--- config.mk ---
export PLATFORM = sky130hd
export DESIGN_NAME = iprl_ctrl
export DESIGN_NICKNAME = d
export VERILOG_FILES = /design/src/hw/rtl/iprl_pkg.sv /design/src/hw/rtl/iprl_ctrl.sv
export SDC_FILE = /design/constraint.sdc
export NUM_CORES = 1
export LEC_CHECK = 0
export BUFFER_PORTS_ARGS = -buffer_cell sky130_fd_sc_hd__buf_2
export CORE_AREA = 2 2 39 41
export DETAILED_ROUTE_END_ITERATION = 16
export DIE_AREA = 0 0 41 43
export GPL_TIMING_DRIVEN = 0
export SLEW_MARGIN = 20
export SYNTH_ARGS = -nofsm -noshare
export SYNTH_HDL_FRONTEND = slang
export SYNTH_SLANG_ARGS = --single-unit
--- constraint.sdc ---
create_clock -name clock -period 1.75 [get_ports clock]
set_clock_uncertainty 0.05 [all_clocks]
set_input_delay 0.0875 -clock clock [delete_from_list [all_inputs] [get_ports clock]]
set_output_delay 0.0875 -clock clock [all_outputs]
set_load 0.03 [all_outputs]
--- src/hw/rtl/iprl_pkg.sv ---
// Shared types and constants for the IPv4 range location lookup block.
// No dependencies; imported by the controller, datapath and top level.
`timescale 1ns / 1ps

package iprl_pkg;

   // Request command codes
   localparam logic [1:0] CMD_LOOKUP      = 2'd0;
   localparam logic [1:0] CMD_LOAD_PREFIX = 2'd1;
   localparam logic [1:0] CMD_LOAD_RECORD = 2'd2;

   // Register indexes
   localparam int CSR_IDX_W  = 2;
   localparam int CSR_DATA_W = 32;
   localparam logic [CSR_IDX_W-1:0] REG_RECORD_LIMIT = 2'd0;
   localparam logic [CSR_IDX_W-1:0] REG_INDEX_BYTES  = 2'd1;

   // Field widths
   localparam int IP_W          = 32;
   localparam int REC_NUM_W     = 16;
   localparam int LIMIT_W       = 17;
   localparam int INDEX_BYTES_W = 21;
   localparam int OFFSET_W      = 24;
   localparam int LEN_W         = 8;
   localparam int ADDR_W        = 25;
   localparam int REC_W         = IP_W + OFFSET_W + LEN_W;

   localparam int PREFIX_ENTRIES = 256;
   localparam int PREFIX_W       = 8;

   localparam logic [INDEX_BYTES_W-1:0] INDEX_BYTES_RESET = 21'd1028;
   localparam logic [ADDR_W-1:0]        TEXT_BIAS         = 25'd1024;

   typedef struct packed {
      logic [1:0]           cmd;
      logic [IP_W-1:0]      ip_address;
      logic [REC_NUM_W-1:0] slot;
      logic [REC_NUM_W-1:0] start_record;
      logic [OFFSET_W-1:0]  entry_offset;
      logic [LEN_W-1:0]     entry_length;
   } req_type;

   typedef struct packed {
      logic              found;
      logic [ADDR_W-1:0] text_address;
      logic [LEN_W-1:0]  text_length;
   } rsp_type;

   // Controller to datapath
   typedef struct packed {
      logic accept;      // request taken this cycle
      logic start_scan;  // prefix entry is on the RAM output
      logic issue;       // read the record at the scan pointer
      logic finish;      // load the response register
   } ctrl_cmd_type;

   // Datapath to controller
   typedef struct packed {
      logic is_lookup;
      logic hit;
      logic in_range;
      logic out_free;
   } dp_status_type;

endpackage

--- src/hw/rtl/iprl_ctrl.sv ---
// Lookup sequencer: request handshake and scan control.
// Depends on iprl_pkg; drives the datapath through ctrl_cmd_type.
`timescale 1ns / 1ps

module iprl_ctrl
   import iprl_pkg::*;
(
   input  logic          clock,
   input  logic          reset,
   input  logic          req_valid,
   output logic          req_stall,
   input  dp_status_type status,
   output ctrl_cmd_type  cmd
);

   typedef enum logic [2:0] {
      ST_IDLE   = 3'b001,
      ST_PREFIX = 3'b010,
      ST_SCAN   = 3'b100
   } state_type;

   state_type state_ff, state_in;
   logic      done;

   // Scan ends on a hit or when the pointer leaves the allowed range
   assign done = status.hit || !status.in_range;

   always_comb begin
      state_in       = state_ff;
      cmd            = '0;
      req_stall      = 1'b1;
      unique case (state_ff)
         ST_IDLE: begin
            req_stall  = 1'b0;
            cmd.accept = req_valid;
            if (req_valid && status.is_lookup) begin
               state_in = ST_PREFIX;
            end
         end
         ST_PREFIX: begin
            cmd.start_scan = 1'b1;
            state_in       = ST_SCAN;
         end
         ST_SCAN: begin
            if (!done) begin
               cmd.issue = 1'b1;
            end else if (status.out_free) begin
               cmd.finish = 1'b1;
               state_in   = ST_IDLE;
            end
         end
         default: begin
            state_in = ST_IDLE;
         end
      endcase
   end

   always_ff @(posedge clock) begin
      if (reset) begin
         state_ff <= ST_IDLE;
      end else begin
         state_ff <= state_in;
      end
   end

endmodule

# Word level (Yosys, flattened, before mapping)
# Index checks and enable logic that the tools add are counted.
[classes] n_reduce_logical=4 n_eq_ne=6 mux=11
[ops] op="2-to-1 mux 3 bit" count=3
[ops] op="case mux 3 bit (3 select lines)" count=1
[ops] op="2-to-1 mux 1 bit" count=6
[ops] op="inequality test 2 bit, second input constant" count=3
[ops] op="== test 3 x 1 -> 1 bit, second input constant" count=1
[ops] op="== test 3 x 2 -> 1 bit, second input constant" count=1
[ops] op="== test 3 bit, second input constant" count=1
[ops] op="AND reduction 3 bit" count=1
[ops] op="2-to-1 mux 2 bit" count=1
[ops] op="logical AND 1 bit" count=1
[ops] op="zero test 1 bit" count=1
[ops] op="logical OR 1 bit" count=1
[totals] ff_bits=3

# Longest topological paths before layout
# Gate-level depths: netlist of run 1.
[depth] word_depth=4 mapped_depth=3 depth_no_buf=3

# Worst setup path after synthesis of run 1
# OpenSTA, ideal clock, no wires.
[synth_path] kind="flip-flop to output port" startpoint="register state_ff[2]" endpoint="output cmd[3] (netlist bit)" n_path_buf=0 slack_ns=0.379 arrival_time_ns=1.234 t_required_ns=1.612 path_stages_with_launch=4 path_cell_list="dfxtp_1 inv_1 nand3b_1 nor2_1"
[synth_rtl] element="start, declared" line="iprl_ctrl.sv:22" rtl="state_type state_ff, state_in;"
[synth_rtl] element="start signal, assigned" line="iprl_ctrl.sv:62" rtl="state_ff <= state_in;"
[synth_rtl] element="end, declared" line="iprl_ctrl.sv:13" rtl="output ctrl_cmd_type cmd"

==> metrics.md, run 1 <==
| Metric | Value |
|---|---|
| CP required | `between 1.5 and 2 ns` |
| Total CTS buffers | `3` |
| Sink Count | `3` |
| First-pass GRT wire length | `between 700 and 800 um` |
| Dpl cell area | `between 200 and 300 um^2` |
| Diode count | `0` |
| Via count | `~210` |
| Yosys cell types | `14` |
| Synth Area per Inst | `around 8 um^2` |
| Dpl hpwl | `~340 um` |
| Vias in the first global route | `~230` |
| Synthesis-stage register bit count | `3` |
| Synth Area in Compound Gates | `a little under a quarter` |
| Share of layout cells above drive strength 1 | `approximately two fifths` |
| RSZ-0062 raised after global routing | `no` |
| FF/Latch Area | `~60 um^2` |
| Hold EP | `state_ff[1]` |
| Worst R2R End | `state_ff[2]` |
| Reg2reg start | `state_ff[2]` |
| Hold buffer count at CTS | `1` |
| Post CTS Setup Buffer Count | `0` |
| Initial antenna violation count | `0` |
| Height of the die | `between 40 and 50 um` |
| Post-Synth Adder-Cell Area | `0%` |
| First-pass detailed-route iteration total | `3` |
| Peak VDD IR | `0.500 mV` |
| Max reg flops | `3` |
| Synth Cell Area | `~180 um^2` |
| Clock Latency Late Sink | `~0.23 ns` |
| WS Path Type | `reg2out` |
| Vias per std cell | `around 3.8` |
| Pwr dens | `just under 800 nW/um^2` |
| Xor and xnor area share after synthesis | `0%` |
| Synth warn | `0` |
| Crit end category | `primary output` |
| Final Cell Area | `295 um^2` |
| CP max FO | `5` |
| Io pins | `12` |
| Multi-input combinational cell area | `between 100 and 150 um^2` |
| Slew headroom | `~82%` |
| Synth Area in Simple Gates | `roughly two fifths` |
| Max Cap Violations | `0` |
| Initial Util | `a little over an eighth` |
| Pre-CTS setup slack | `0.558 ns` |
| Clock-pin slew on the worst setup and hold paths | `0.03 ns` |
| Synthesized Nets | `30` |
| Setup slack after layout | `approximately 0.32 ns` |
| WP data arrival | `between 1 and 1.5 ns` |
| Pleak | `between 0.1 and 0.15 nW` |
| Hold Path Depth | `3` |
| Iter 0 DRT Violations | `6` |
| Port Buffers | `11` |
| Status | `finished clean` |
| GPL Wtd Cong | `0.732` |
| Worst-margin pin slew | `0.270 ns` |
| CTS tree | `built` |
| Grt total ovfl | `0` |
| Max Fclk | `roughly 700 MHz` |
| Hold Fails Final Rpt | `0` |
| Core Area | `between 1000 and 1500 um^2` |
| Clock buffer depth | `2` |
| Syn Inst Count | `23` |
| # fillers | `around 160` |
| GRT Total Usage | `roughly 7.0%` |
| Biggest regs | `state_ff (3)` |
| Largest family of logic cells by synthesized area | `simple AND/OR/NAND/NOR gates` |
| Row cnt | `14` |
| Die Width | `41 um` |
| Final Max Tran Viols | `0` |
| Mux contribution to synthesized area | `0%` |
| R2R depth | `3` |
| CTS resizes | `0` |
| Most common cell after layout, fill and taps aside | `buf_2` |
| Layout area overhead | `60.5%` |
| Flop-to-flop setup slack | `a little under 0.8 ns` |
| Die area | `approximately 1800 um^2` |
| Period utilization | `about four fifths` |
| Most flops, register | `state_ff` |
| Count of final setup violators | `0` |
| Final WL | `410 um` |
| Min cycle time layout | `1.43 ns` |
| Hold Path Origin | `status[3]` |
| Largest net degree at the start of global routing | `8` |
| DR WL/cell | `approximately 7.5 um` |
| Sequential share of the synthesized area | `between 30% and 40%` |
| Startpoint types | `flop` |
| Drc violations | `0` |
| Total power | `around 0.23 mW` |
| Worst hold-check path type | `in2reg` |
| Fin nets | `47` |
| ANT nets after route | `0` |
| Root buffer cell | `clkbuf_4` |
| Setup TNS | `0 ns` |
| H-tree levels | `1` |
==> cells in the mapped netlist <==
master,count,area [um^2]
a211oi_2,1,12.5
o311ai_0,1,8.76
nand3b_1,1,7.51
o21ai_0,1,5.00
a211o_1,1,8.76
nor3b_1,2,15.0
or3_1,1,6.26
nand2_1,3,11.3
a211oi_1,1,7.51
inv_1,3,11.3
nor3_1,1,5.00
nor2_1,3,11.3
dfxtp_1,3,60.1
nand2b_4,1,13.8
==> worst max-delay path: stages (launching register included) <==
cell     delay (ns)
dfxtp_1        0.35
inv_1          0.09
or3_1          0.33
nor2_1         0.09
buf_2          0.20
==> worst max-delay path by stage <==
stage                     start      to  slack (ns)  cells past startpoint
floorplan           state_ff[2]  cmd[3]        0.38                      3
global placement    state_ff[2]  cmd[0]        0.57                      4
detailed placement  state_ff[2]  cmd[1]        0.56                      4
CTS                 state_ff[2]  cmd[1]        0.31                      4
global route        state_ff[2]  cmd[1]        0.24                      4
finish              state_ff[2]  cmd[1]        0.32                      4
==> cells by family (layout without fill, tap and decap cells) <==
kind of cell,Yosys count,count (layout)
and+or+nand+nor,12,12
AOI/OAI and AO/OA,5,5
DFF,3,3
buffers and inverters,3,19
==> final cells by class <==
type | count | share of cell area (%)
multi-input cells | 17 | 38.1
repair buffers | 12 | 22.0
flip-flops and latches | 3 | 20.3
clock buffers | 4 | 8.90
well taps | 16 | 6.78
inverters | 3 | 3.81
==> metal layers <==
metal	share of wire, %	up-vias	global-route usage, %
met5	0	-	0
met3	4.1	0	6.28
li1	-	114	-
met1	46	89	6.41
met4	0	0	4.00
met2	50	5	10.0
==> through the flow <==
stage	hold slack (ns)	utilization, %	instances
after CTS	0.0620	21.3	55
final	0.0665	21.3	55
after detailed placement	0.237	18.7	50
after global placement	0.239	18.7	50
after global routing	0.0906	21.3	55
after floorplan	0.102	-	23
==> where the power goes <==
group	leakage (nW)	internal, mW	switching, mW	total, mW
clock	0.0150	0.0853	0.0330	0.118
sequential	0.0245	0.0714	0.00402	0.0755
combinational	0.0968	0.0158	0.0212	0.0370
Note: power is estimated with default switching activity, not from simulation.
==> inputs of run 2 (changes only) <==
==> constraint.sdc (replaced) <==
create_clock -name clock -period 1.2 [get_ports clock]
set_clock_uncertainty 0.05 [all_clocks]
set_input_delay 0.06 -clock clock [delete_from_list [all_inputs] [get_ports clock]]
set_output_delay 0.06 -clock clock [all_outputs]
set_load 0.03 [all_outputs]
==> metrics.md, run 2 (synthesis results as in run 1) <==
| Metric | Value |
|---|---|
| Initial Util | `between 10% and 20%` |
| Slew headroom | `between 80% and 90%` |
| Switching Fraction | `between 20% and 30%` |
| Max reg flops | `3` |
| CP required | `roughly 1.1 ns` |
| Io pins | `12` |
| GRT Total Usage | `approximately 7.3%` |
| Dpl hpwl | `between 300 and 400 um` |
| CTS tree | `built` |
| WP data arrival | `1.19 ns` |
| Switch Pwr | `0.0900 mW` |
| Biggest regs | `state_ff (3)` |
| Failing checks | `setup timing` |
| Status | `finished with violations` |
| H-tree levels | `1` |
| Hold Fails Final Rpt | `0` |
| Total CTS buffers | `3` |
| Core Area | `1380 um^2` |
| Period utilization | `108%` |
| CP max FO | `3` |
| Most flops, register | `state_ff` |
| Final WL | `505 um` |
| WS Path Type | `reg2out` |
| DR WL/cell | `about 8.4 um` |
| Root buffer cell | `clkbuf_4` |
| Fin nets | `52` |
| ANT nets after route | `0` |
| Clock-pin slew on the worst setup and hold paths | `0.03 ns` |
| Most frequent cells in the layout | `buf_4 (9), buf_2 (6), nand2_1 (3), clkbuf_4 (3)` |
| Max Cap Violations | `0` |
| Max Fclk | `771 MHz` |
| Clock group share of total power | `between 40% and 50%` |
| Drc violations | `0` |
| Final Max Tran Viols | `0` |
| Sink Count | `3` |
| Layout area overhead | `100%` |
| Height of the die | `~43 um` |
| Die area | `1760 um^2` |
| Final Cell Area | `roughly 370 um^2` |
| RSZ-0062 raised after global routing | `yes` |
| Vias in the first global route | `between 200 and 250` |
| Pwr dens | `962 nW/um^2` |
| Crit end category | `primary output` |
| Count of final setup violators | `4` |
| Port Buffers | `11` |
| Most common cell after layout, fill and taps aside | `buf_4` |
| Startpoint types | `flop` |
| Clock Latency Late Sink | `~0.23 ns` |
| Vias per std cell | `3.83` |
| Clock buffer depth | `2` |
| First-pass detailed-route iteration total | `2` |
| Share of layout cells above drive strength 1 | `63.6%` |
| Setup slack after layout | `-0.0973 ns` |
| Row cnt | `14` |
| Initial antenna violation count | `0` |
| Via count | `230` |
| Int Pwr | `roughly 0.26 mW` |
| Register share of total power | `a little under a third` |
| Setup TNS | `-0.257 ns` |
| Peak VDD IR | `~0.69 mV` |
| Diode count | `0` |
| Die Width | `between 40 and 50 um` |
| Worst hold-check path type | `in2reg` |
| GPL Wtd Cong | `roughly 0.73` |
| Min cycle time layout | `roughly 1.3 ns` |
| Worst-margin pin slew | `0.235 ns` |
| Largest net degree at the start of global routing | `7` |
| First-pass GRT wire length | `~810 um` |
| Iter 0 DRT Violations | `3` |
| Grt total ovfl | `0` |
| Combinational share of power | `21.1%` |
| Dpl cell area | `262 um^2` |
| Pleak | `0.167 nW` |
-- run 2: layer usage --
metal  share of wire [%]  track usage (%)  up-vias
met5                   0                0        -
li1                    -                -      122
met4                   0             4.00        0
met1                  41             5.45      103
met3                 4.0             6.28        0
met2                  54             11.9        5
-- run 2: metrics by stage --
stage	hold slack [ns]	cells	power (mW)	utilization (%)	worst slack, ns
final	0.0293	60	0.354	26.6	-0.0973
after global routing	0.0554	60	0.384	26.6	-0.131
after CTS	0.0272	60	0.361	26.4	-0.110
after detailed placement	0.209	50	0.165	18.9	0.0296
after global placement	0.211	50	0.164	18.9	0.0418
after floorplan	0.0746	23	0.143	-	-0.0605
-- run 2: worst max-delay path, cell delays in order (launching register included) --
cell and delay, ns:
dfxtp_2 0.32, or3_4 0.38, nor2_1 0.10, buf_4 0.16
-- run 2: worst paths after layout --
path / startpoint / slack (ns) / end / depth (start not counted)
max reg2reg: state_ff[1] / 0.17 / state_ff[2] / 3
max: state_ff[1] / -0.1 / cmd[1] / 3
min: status[3] / 0.03 / state_ff[1] / 3
min reg2reg: state_ff[0] / 0.51 / state_ff[2] / 2
-- run 2: area by class of cell --
type,count,area (um^2)
sequential,3,66.3
timing repair buffer,17,119
multi-input combinational,17,125
fill,158,1020
tap,16,20.0
clock buffer,4,26.3
inverter,3,11.3
-- run 2: timing repair --
action / 4_1_cts / 5_1_grt
hold buffers: 1 / 0
gates resized for setup: 12 / 3
endpoints found under the setup margin: 3 / 6
endpoints found under the hold margin: 2 / 0
pin swaps: 1 / 2
buffers inserted: 5 / 0
-- run 2: power by group through the flow --
stage	registers (mW)	clock network, mW	logic (mW)
after floorplan	0.110	0	0.0326
after CTS	0.106	0.182	0.0726
after global placement	0.111	0	0.0524
after detailed placement	0.112	0	0.0530
after global routing	0.107	0.196	0.0804
final	0.107	0.173	0.0747
==> inputs of run 3 (changes only) <==
--- a/config.mk
+++ b/config.mk
@@ -6,10 +6,13 @@
 export NUM_CORES = 1
 export LEC_CHECK = 0
 export BUFFER_PORTS_ARGS = -buffer_cell sky130_fd_sc_hd__buf_2
+export CAP_MARGIN = 25
 export CORE_AREA = 2 2 39 41
 export DETAILED_ROUTE_END_ITERATION = 16
 export DIE_AREA = 0 0 41 43
 export GPL_TIMING_DRIVEN = 0
+export MAX_ROUTING_LAYER = met4
+export PLACE_DENSITY = 0.44
 export SLEW_MARGIN = 20
 export SYNTH_ARGS = -nofsm -noshare
 export SYNTH_HDL_FRONTEND = slang
==> metrics.md, run 3 (synthesis results as in run 1) <==
| Metric | Value |
|---|---|
| Status | `finished with violations` |
| Failing checks | `setup timing` |
| Clock-pin slew on the worst setup and hold paths | `0.04 ns` |
| Max reg flops | `3` |
| Hold Fails Final Rpt | `0` |
| Combinational share of power | `a little over a fifth` |
| WS Path Type | `reg2out` |
| Port Buffers | `11` |
| Fin nets | `51` |
| Io pins | `12` |
| H-tree levels | `1` |
| Startpoint types | `flop` |
| Clock group share of total power | `about half` |
| First-pass detailed-route iteration total | `3` |
| Max Fclk | `about 750 MHz` |
| ANT nets after route | `0` |
| CP max FO | `3` |
| Iter 0 DRT Violations | `1` |
| Via count | `229` |
| Switch Pwr | `about 0.093 mW` |
| Die Width | `around 41 um` |
| Min cycle time layout | `1.34 ns` |
| WP data arrival | `between 1 and 1.5 ns` |
| Max incr delay on CP | `about 0.4 ns` |
| Root buffer cell | `clkbuf_4` |
| Int Pwr | `0.261 mW` |
| RSZ-0062 raised after global routing | `yes` |
| Hold Path Origin | `status[3]` |
| Most common cell after layout, fill and taps aside | `buf_2` |
| # fillers | `around 160` |
| Hold Path Depth | `3` |
| Slew headroom | `around 79%` |
| Grt total ovfl | `0` |
| Reg2reg start | `state_ff[0]` |
| Total power | `0.354 mW` |
| Setup slack after layout | `-0.138 ns` |
| Worst hold-check path type | `in2reg` |
| Most flops, register | `state_ff` |
| Peak VDD IR | `~0.69 mV` |
| Initial Util | `about an eighth` |
| CP top delay family | `simple AND/OR/NAND/NOR gates` |
| Setup TNS | `-0.272 ns` |
| Initial antenna violation count | `0` |
| Core Area | `1380 um^2` |
| Hold EP | `state_ff[1]` |
| Register share of total power | `29.8%` |
| GRT Total Usage | `under 10%` |
| Worst-margin pin slew | `about 0.32 ns` |
| Max Cap Violations | `0` |
| Die area | `between 1500 and 2000 um^2` |
| Drc violations | `0` |
| Biggest regs | `state_ff (3)` |
| Most frequent cells in the layout | `buf_2 (7), buf_4 (5), nand2_1 (3), clkbuf_4 (3), buf_6 (3)` |
| Dpl hpwl | `356 um` |
| Switching Fraction | `between 20% and 30%` |
| Post-Layout Cell Count | `a little under 60` |
| Vias per std cell | `3.88` |
| Cells after DPL | `50` |
| Final WL | `around 500 um` |
| Height of the die | `about 43 um` |
| CP max-delay cell | `or3_4` |
| Buf/Inv on CP | `1` |
| Sink Count | `3` |
| Pwr dens | `about 900 nW/um^2` |
| Row cnt | `14` |
| First-pass GRT wire length | `between 700 and 800 um` |
| Crit end category | `primary output` |
| Share of layout cells above drive strength 1 | `67.4%` |
| Pleak | `roughly 0.16 nW` |
| Vias in the first global route | `about 200` |
| CTS tree | `built` |
| Worst R2R End | `state_ff[0]` |
| GPL Wtd Cong | `0.691` |
| Total CTS buffers | `3` |
| Diode count | `0` |
| Flop-to-flop setup slack | `0.14 ns` |
| Pre-CTS setup slack | `0.0234 ns` |
| Critical Path, Cell by Cell | `or3_4 > nor2_4 > buf_6` |
| Clock buffer depth | `2` |
| Final Max Tran Viols | `0` |
| R2R depth | `3` |
| Largest net degree at the start of global routing | `8` |
| Count of final setup violators | `2` |
| DR WL/cell | `approximately 8.5 um` |
| CP required | `1.09 ns` |
| Clock Latency Late Sink | `roughly 0.23 ns` |
| Period utilization | `112%` |
| Layout area overhead | `108%` |
## run 3: worst max path at each step
stage	endpoint	cells after the start	startpoint	slack (ns)
floorplan	cmd[0]	3	state_ff[2]	-0.06
global placement	cmd[0]	4	state_ff[2]	0.03
detailed placement	cmd[0]	4	state_ff[2]	0.02
CTS	cmd[1]	3	state_ff[1]	-0.14
global route	cmd[0]	3	state_ff[0]	-0.18
finish	cmd[0]	3	state_ff[0]	-0.14
## run 3: final cells by class
type / count / area, um^2 / area share (%)
multi-input cells: 17 / 140 / 36.6
repair buffers: 16 / 116 / 30.4
flip-flops and latches: 3 / 68.8 / 18.0
clock buffers: 4 / 26.3 / 6.86
well taps: 16 / 20.0 / 5.23
inverters: 3 / 11.3 / 2.94
## run 3: metrics by stage
stage	utilization (%)	hold slack, ns	cell area (um^2)
detailed placement	18.9	0.213	262
CTS	24.0	0.0372	332
floorplan	-	0.0746	186
global route	27.7	0.0639	383
global placement	18.9	0.210	262
finish	27.7	0.0430	383
## run 3: worst reg2reg max path: cells and delay by family (launching register included)
family | cells | cell delay (ns)
AO/OA/AOI/OAI | 1 | 0.29
buffers and inverters | 1 | 0.14
flip-flops | 1 | 0.34
AND/OR/NAND/NOR | 1 | 0.12
## run 3: power groups by stage
stage | Sequential, mW | Clock [mW] | Combinational, mW
finish | 0.105 | 0.174 | 0.0745
global route | 0.106 | 0.192 | 0.0808
CTS | 0.109 | 0.185 | 0.0602
detailed placement | 0.112 | 0 | 0.0534
global placement | 0.112 | 0 | 0.0530
floorplan | 0.110 | 0 | 0.0326
## run 3: timing repair
| item | CTS | global route |
|---|---|---|
| buffers inserted | 2 | 2 |
| endpoints found under the setup margin | 4 | 3 |
| endpoints found under the hold margin | 2 | 0 |
| hold buffers | 1 | 0 |
| gates cloned | 0 | 0 |
| gates resized for setup | 9 | 11 |
| pin swaps | 1 | 3 |
## run 3: metal layers
layer	part of all wire (%)	wire [um]	GRT usage, %
met1	42	210	6.07
met2	52	260	10.6
met3	6.0	30	6.28
met4	0	0	2.00
met5	0	0	-
